File: src/acpsf_ram.sv
// ============================================================================
// acpsf_ram
// Generic single write port, single read port RAM with registered read data.
// ============================================================================
`default_nettype none

module acpsf_ram #(
    parameter int WIDTH = 8,
    parameter int DEPTH = 16
) (
    input  wire logic                     clk,
    input  wire logic                     we,
    input  wire logic [$clog2(DEPTH)-1:0] waddr,
    input  wire logic [WIDTH-1:0]         wdata,
    input  wire logic [$clog2(DEPTH)-1:0] raddr,
    output logic      [WIDTH-1:0]         rdata
);

    logic [WIDTH-1:0] mem [DEPTH];

    // Write port.
    always_ff @(posedge clk)
    begin
        if (we)
        begin
            mem[waddr] <= wdata;
        end
    end

    // Registered read port.
    always_ff @(posedge clk)
    begin
        rdata <= mem[raddr];
    end

endmodule

`default_nettype wire

File: config.mk
export PLATFORM = sky130hd
export DESIGN_NAME = acpsf_ram
export DESIGN_NICKNAME = d
export VERILOG_FILES = /design/src/acpsf_ram.sv
export SDC_FILE = /design/constraint.sdc
export NUM_CORES = 1
export LEC_CHECK = 0
export BUFFER_PORTS_ARGS = -buffer_cell sky130_fd_sc_hd__buf_2
export CORE_MARGIN = 4
export CORE_UTILIZATION = 40
export CTS_BUF_LIST = sky130_fd_sc_hd__clkbuf_8
export DETAILED_ROUTE_END_ITERATION = 12
export PLACE_DENSITY = 0.59
export SKIP_LAST_GASP = 1
export SLEW_MARGIN = 25
export SYNTH_ARGS = -nofsm -noshare
export SYNTH_HDL_FRONTEND = slang
export SYNTH_SLANG_ARGS = --single-unit
File: constraint.sdc
create_clock -name clk -period 2 [get_ports clk]
set_input_delay 0.2 -clock clk [delete_from_list [all_inputs] [get_ports clk]]
set_output_delay 0.2 -clock clk [all_outputs]
set_load 0.02 [all_outputs]
# Yosys cells after proc, flatten, opt, wreduce, memory -nomap -nowiden
# Memory sizes are Yosys's and may differ from the RTL's. A register that Yosys moved wholly into a read port is not among the register bits.
# Cells that the tools add are included.
dict set report classes {
  n_mux 2
}
# cell count
set ops {}
lappend ops {{$mux 1} 2}
dict set report totals {
  ff_bits 0
  ram_bits 128
  in_bits 18
  output_inout_bits 8
  elab_cells 3
  n_memories 1
}
# memory words word_bits read_ports rd_ports_with_merged_regs wr line
set mem_list {}
lappend mem_list {mem 16 8 1 1 1 19} ;# logic [WIDTH-1:0] mem [DEPTH];

# Longest topological paths before layout
# Gate-level depths: netlist of run 1.
dict set report logic_depth {
  depth_word 2
  depth_mapped 5
  depth_no_buf 3
}

# Least setup slack after synthesis of run 1
# No wires, ideal clock.
dict set report synth_timing {
  kind {input -> register}
  start {input waddr[2]}
  end {memory mem[0][0], enable pin}
  setup_ns 0.383
  arrival_time_ns 1.310
  t_required_ns 1.617
  slack_ns 0.307
  cell_stages 2
  path_buffers 0
  path_cell_list {or3b_2 -> nor3_1}
}
# element line
set synth_lines {}
lappend synth_lines {{start, declared} 13} ;# input wire logic [$clog2(DEPTH)-1:0] waddr,
lappend synth_lines {{end, declared} 19}
# No word-level cell before the write port.

==> results of run 1 <==
-- where the power goes --
part / total, mW / switching, mW / internal, mW
Sequential: 3.20 / 0.0173 / 3.18
Clock: 2.02 / 0.964 / 1.06
Combinational: 0.322 / 0.186 / 0.136
-- flip-flops by register name, summed over array words and instances, names as in the netlist --
signal  flops
rdata       8
mem       128
-- cells in the mapped netlist (all sizes together) --
master	instances	area share
buf	7	0.011
or3b	1	0.0017
nor2b	1	0.0012
and2	1	0.0012
nor3	4	0.0039
clkdlybuf4s25	3	0.0058
nor2	13	0.0095
dfxtp	8	0.031
edfxtp	128	0.75
and2b	1	0.0015
nand2b	2	0.0024
nand3b	2	0.0029
a22oi	16	0.023
nand3	1	0.00097
nand2	9	0.0066
mux4	32	0.15
-- cell type report --
type                    count  area, um^2
clock buffers              20         275
clock inverters            12        90.1
fillers                  1076        6650
multi-input cells          83        1060
flip-flops and latches    136        4000
well taps                 172         215
repair buffers             46         333
-- worst paths after layout --
check	from	end	slack, ps
worst min-delay path	wdata[2]	mem[13][2]$_DFFE_PP_	160
worst max register to register	mem[7][7]$_DFFE_PP_	rdata[7]$_DFF_P_	630
worst min register to register	mem[15][6]$_DFFE_PP_	rdata[6]$_DFF_P_	670
worst max-delay path	mem[7][7]$_DFFE_PP_	rdata[7]$_DFF_P_	630
-- per-layer routing --
| metal | track usage | vias to the layer above | wire [um] | part of all wire |
|---|---|---|---|---|
| li1 | - | 1081 | - | - |
| met1 | 0.182 | 1234 | 4310 | 0.44 |
| met2 | 0.230 | 54 | 4940 | 0.51 |
| met3 | 0.0406 | 8 | 365 | 0.038 |
| met4 | 0.0546 | 0 | 102 | 0.010 |
| met5 | 0 | - | 0 | 0 |
-- through the flow --
stage	area, um^2	hold slack, ps	setup slack (ps)	total power [mW]	cells
after global placement	5610	590	270	3.58	437
after global routing	5970	143	559	5.74	469
final	5970	164	630	5.54	469
after CTS	5970	143	595	5.59	469
after detailed placement	5610	606	253	3.59	437
after floorplan	5150	299	307	3.44	229
-- critical path: stages (launching register included) --
cell and delay (ps):
edfxtp_1 370, mux4_2 510, a22oi_1 280, nand2_1 90
-- cell families after synthesis --
group | synth area share
flops | 0.778
simple gates | 0.0318
mux | 0.150
compound gates | 0.0233
buf+inv | 0.0168
==> qor.txt, run 1 <==
RUN STATUS
---------------------------------------------------------------------------------
Run status                                                           finished, final reports clean

DIE
---------------------------------------------------------------------------------
Number of cell rows                                                            41
Core Area                                                              12600 um^2
Horizontal extent of the die                                               121 um
Height of the die                                                          121 um
Num ports                                                                      26
Die Footprint                                                          14700 um^2
Starting density of the core                                                0.408

GRT
---------------------------------------------------------------------------------
Initial antenna violation count                                                 0
Pin count of the biggest net entering global routing                           33
Sum of overflow across all layers after global routing                          0
Wire length of the first global-routing pass                             14900 um
Aggregate global-route resource usage                                       0.142
Via count of the first global-routing pass                                   2533

SYNTHESIS
---------------------------------------------------------------------------------
Distinct cell type count of the synthesized netlist                            19
Area of the mapped netlist                                              5150 um^2
Avg Cell Area, Syn                                                      22.5 um^2
Synth Instances                                                               229
Yosys warning total                                                             0
Synthesized Nets                                                              247
Sequential fraction of the synthesis area                                   0.778
Number of flip-flops and latches in the synthesized netlist                   136

WORST SETUP PATH
---------------------------------------------------------------------------------
Startpoint class of the critical path                                    register
Critical path start-end classification                                    reg2reg
Req. time, crit path                                                      2300 ps
Maximum net fanout on the critical path                                         1
Count of cells along the worst register-to-register path                        3
Type of element capturing the critical path                              register
Critical path arrival                                                     1670 ps

DETAILED ROUTING
---------------------------------------------------------------------------------
DRC marker count from the first detailed-route iteration                      224
Final routed wirelength across all metal layers                           9720 um
Routed length per instance                                                20.7 um
Antenna Violating Nets Remaining                                                0
DRC violation count after routing                                               0
Via count                                                                    2377
Number of optimization iterations in the first detailed-route pass              4
Vias/cell                                                                    5.07

STA
---------------------------------------------------------------------------------
Fmax                                                                      730 MHz
Final Hold Fails                                                                0
Number of max-slew violations in the final report                               0
Worst slew slack as a fraction of its limit                                 0.643
Share of the clock period used by the worst path after layout               0.685
Final Critical Period                                                     1370 ps
Final setup skew                                                          10.8 ps
Setup repair after global routing missed its margin                         false
Worst Tran Pin Value                                                       534 ps
Setup tns final                                                              0 ps
Final setup violation count                                                     0

PLACE
---------------------------------------------------------------------------------
Quantity of I/O buffers inserted on ports                                      25
Detailed placer's ending HPWL                                             6500 um
Global placement routability congestion                                     0.736

FINAL LAYOUT
---------------------------------------------------------------------------------
Number of diodes added for antenna fixing                                       0
Area Growth Syn to Fin                                                      16.1%
Final core utilization                                                      0.473
Most frequent cells in the layout                                    edfxtp_1, buf_2, clkbuf_8
# nets final                                                                  302
Most common cell after layout, fill and taps aside                       edfxtp_1
Proportion of layout cells with a drive suffix above 1                      0.310

CLOCK TREE
---------------------------------------------------------------------------------
Cts hold-fix bufs                                                               0
Clock tree from TritonCTS                                                     yes
Number of clock sinks                                                         136
Cts repair resizes                                                              0
Clk Latency, worst-skew pair                                               430 ps
Maximum clock path buffer count                                                 2
Clock slew seen by the registers of the worst setup and hold paths          80 ps
H-tree depth reported by CTS                                                    4
Number of buffers inserted to repair setup after CTS                            0
CTS root buf                                                             clkbuf_8
Clock buffers created by TritonCTS                                             17

POWER AND IR DROP
---------------------------------------------------------------------------------
Highest ir drop seen on vdd                                              0.325 mV
Total leakage power                                                       2.02 nW
Power per unit of standard cell area                                  928 nW/um^2

RUN
---------------------------------------------------------------------------------
Max-capacitance violation count                                                 0

HOLD PATH
---------------------------------------------------------------------------------
Kind of path behind the tightest hold check                                in2reg
Worst Hold Path Cells                                                           1

Power figures use the tool's default switching activity.
==> run 2, diff against run 1 <==
--- a/config.mk
+++ b/config.mk
@@ -10,7 +10,7 @@
 export CORE_UTILIZATION = 40
 export CTS_BUF_LIST = sky130_fd_sc_hd__clkbuf_8
 export DETAILED_ROUTE_END_ITERATION = 12
-export PLACE_DENSITY = 0.59
+export PLACE_DENSITY = 0.61
 export SKIP_LAST_GASP = 1
 export SLEW_MARGIN = 25
 export SYNTH_ARGS = -nofsm -noshare
==> constraint.sdc (replaced) <==
create_clock -name clk -period 1.2 [get_ports clk]
set_input_delay 0.12 -clock clk [delete_from_list [all_inputs] [get_ports clk]]
set_output_delay 0.12 -clock clk [all_outputs]
set_load 0.02 [all_outputs]
==> qor.txt, run 2 (synthesized netlist as in run 1, its figures left out) <==
POWER AND IR DROP
---------------------------------------------------------------------------------
PnR Total Power                                                           9.93 mW   +79%
Power per unit of standard cell area                                 1600 nW/um^2   +72%
Highest ir drop seen on vdd                                              0.706 mV   +120%
Total leakage power                                                       2.08 nW   +2.9%

FINAL LAYOUT
---------------------------------------------------------------------------------
Most frequent cells in the layout                                    edfxtp_1, mux4_2, buf_2
Reg area                                                                4000 um^2   unchanged
Area Growth Syn to Fin                                                      20.7%
Max reg flops                                                                 128   unchanged
Register name with the most flops                                             mem
Multi-input gate area in the final layout                               1080 um^2   +2.1%
Fill cell total of the finished layout                                       1049   -2.5%
Largest registers ranked by flip-flop count                          mem: 128 flops, rdata: 8 flops
Proportion of layout cells with a drive suffix above 1                      0.420   +0.110
# nets final                                                                  310   +2.6%
Number of diodes added for antenna fixing                                       0   unchanged
Final Non-Filler Cells                                                        477   +1.7%
Most common cell after layout, fill and taps aside                       edfxtp_1

GRT
---------------------------------------------------------------------------------
Pin count of the biggest net entering global routing                           17   -48%
Sum of overflow across all layers after global routing                          0   unchanged
Initial antenna violation count                                                 0   unchanged
Aggregate global-route resource usage                                       0.144   +0.00185
Via count of the first global-routing pass                                   2585   +2.1%
Wire length of the first global-routing pass                             15000 um   +0.79%

CLOCK TREE
---------------------------------------------------------------------------------
Clock tree from TritonCTS                                                     yes
CTS root buf                                                             clkbuf_8
Number of clock sinks                                                         136   unchanged
Maximum clock path buffer count                                                 2   unchanged
H-tree depth reported by CTS                                                    4   unchanged
Clock slew seen by the registers of the worst setup and hold paths          70 ps   about the same
Clock buffers created by TritonCTS                                             17   unchanged
Number of buffers inserted to repair setup after CTS                            0   unchanged
Clk Latency, worst-skew pair                                               430 ps   about the same

DETAILED ROUTING
---------------------------------------------------------------------------------
Routed length per instance                                                19.9 um   -3.9%
Antenna Violating Nets Remaining                                                0   unchanged
DRC marker count from the first detailed-route iteration                      199   -11%
Final routed wirelength across all metal layers                           9500 um   -2.2%
DRC violation count after routing                                               0   unchanged
Vias/cell                                                                    5.01   -1.2%
Number of optimization iterations in the first detailed-route pass              4   unchanged
Via count                                                                    2388   +0.46%

WORST SETUP PATH
---------------------------------------------------------------------------------
Startpoint class of the critical path                                    register
Req. time, crit path                                                      1520 ps   -780 ps
Reg2Reg Capture Point                                                rdata[6]$_DFF_P_
Register-to-register setup slack                                           -60 ps   -690 ps
Type of element capturing the critical path                              register
Critical path start-end classification                                    reg2reg
Maximum net fanout on the critical path                                         1   unchanged
Count of cells along the worst register-to-register path                        3   unchanged
Critical path arrival                                                     1580 ps   -90 ps
Worst R2R Start                                                      mem[11][6]$_DFFE_PP_

STA
---------------------------------------------------------------------------------
Setup repair after global routing missed its margin                          true
Worst slew slack as a fraction of its limit                                 0.462   -0.180
Fmax                                                                      791 MHz   +8.4%
Final setup violation count                                                     7   +7
Final Critical Period                                                     1260 ps   -107 ps
Final setup skew                                                          6.95 ps   -3.87 ps
Worst Tran Pin Value                                                       805 ps   +271 ps
Share of the clock period used by the worst path after layout                1.05   +0.368
Final Hold Fails                                                                0   unchanged
Number of max-slew violations in the final report                               0   unchanged
Final critical-path setup slack                                          -63.8 ps   -693 ps
Setup tns final                                                           -298 ps   -298 ps

DIE
---------------------------------------------------------------------------------
Num ports                                                                      26   unchanged
Starting density of the core                                                0.408   unchanged
Die Footprint                                                          14700 um^2   unchanged
Number of cell rows                                                            41   unchanged
Core Area                                                              12600 um^2   unchanged
Horizontal extent of the die                                               121 um   unchanged
Height of the die                                                          121 um   unchanged

HOLD PATH
---------------------------------------------------------------------------------
Worst Hold Endpoint                                                  mem[11][1]$_DFFE_PP_
Worst hold start                                                         wdata[1]
Worst Hold Path Cells                                                           1   unchanged
Kind of path behind the tightest hold check                                in2reg

PLACE
---------------------------------------------------------------------------------
Detailed placer's ending HPWL                                             6250 um   -3.8%
Quantity of I/O buffers inserted on ports                                      25   unchanged
Global placement routability congestion                                     0.750   +1.9%
DP Cell Count                                                                 446   +2.1%

RUN STATUS
---------------------------------------------------------------------------------
Violations in the final reports                                      setup timing
Run status                                                           complete, but fails checks

RUN
---------------------------------------------------------------------------------
Max-capacitance violation count                                                 0   unchanged

==> run 2: changes by cell type in the layout (fill, tap and decap cells not counted), moves of 4 or more <==
cell,change
mux4_1,-13
a22oi_2,+7
mux4_2,+13
buf_12,+7
a22oi_1,-7
nor3_1,-4
==> run 2: power breakdown <==
group	switching, mW	total [mW]	leakage [nW]	internal (mW)
clock	1.60	3.99	0.234	2.39
combinational	0.334	0.607	0.618	0.273
sequential	0.0271	5.33	1.22	5.31
==> run 2: critical path: stages, from the launching register on <==
cell and delay (ps):
edfxtp_1 370, mux4_2 470, a22oi_1 250, nand2_1 70
==> run 2: final cells by class <==
class,instances,area share
repair buffers,54,0.0773
clock buffers,20,0.0443
well taps,172,0.0346
flip-flops and latches,136,0.645
clock inverters,12,0.0254
multi-input cells,83,0.174
==> run 2: worst max path at each step <==
stage	start	endpoint	slack, ps	cells after the start
after floorplan	raddr[0]	rdata[1]$_DFF_P_	-60	5
after global placement	raddr[0]	rdata[2]$_DFF_P_	-350	6
after detailed placement	raddr[0]	rdata[2]$_DFF_P_	-370	6
after CTS	mem[3][0]$_DFFE_PP_	rdata[0]$_DFF_P_	-70	3
after global routing	mem[3][0]$_DFFE_PP_	rdata[0]$_DFF_P_	-130	3
final	mem[11][6]$_DFFE_PP_	rdata[6]$_DFF_P_	-60	3
==> run 2: stage by stage <==
step / cell area [um^2] / setup slack (ps) / hold slack (ps) / util
global route: 6210 / -128 / 39.6 / 0.492
finish: 6210 / -63.8 / 64.7 / 0.492
detailed placement: 5790 / -372 / 514 / 0.458
global placement: 5790 / -347 / 512 / 0.458
CTS: 6210 / -69.0 / 43.0 / 0.492
floorplan: 5190 / -56.3 / 219 / -
==> run 2: metal layers <==
| metal | GRT usage | part of all wire | vias to the layer above |
|---|---|---|---|
| li1 | - | - | 1084 |
| met1 | 0.192 | 0.43 | 1219 |
| met2 | 0.222 | 0.49 | 72 |
| met3 | 0.0443 | 0.063 | 13 |
| met4 | 0.0560 | 0.015 | 0 |
| met5 | 0 | 0 | - |
==> run 2: what timing repair did <==
item / in CTS / in global routing
gates resized for setup: 16 / 0
hold buffers: 0 / 0
gates cloned: 0 / 0
endpoints found under the setup margin: 8 / 8
pin swaps: 7 / 0
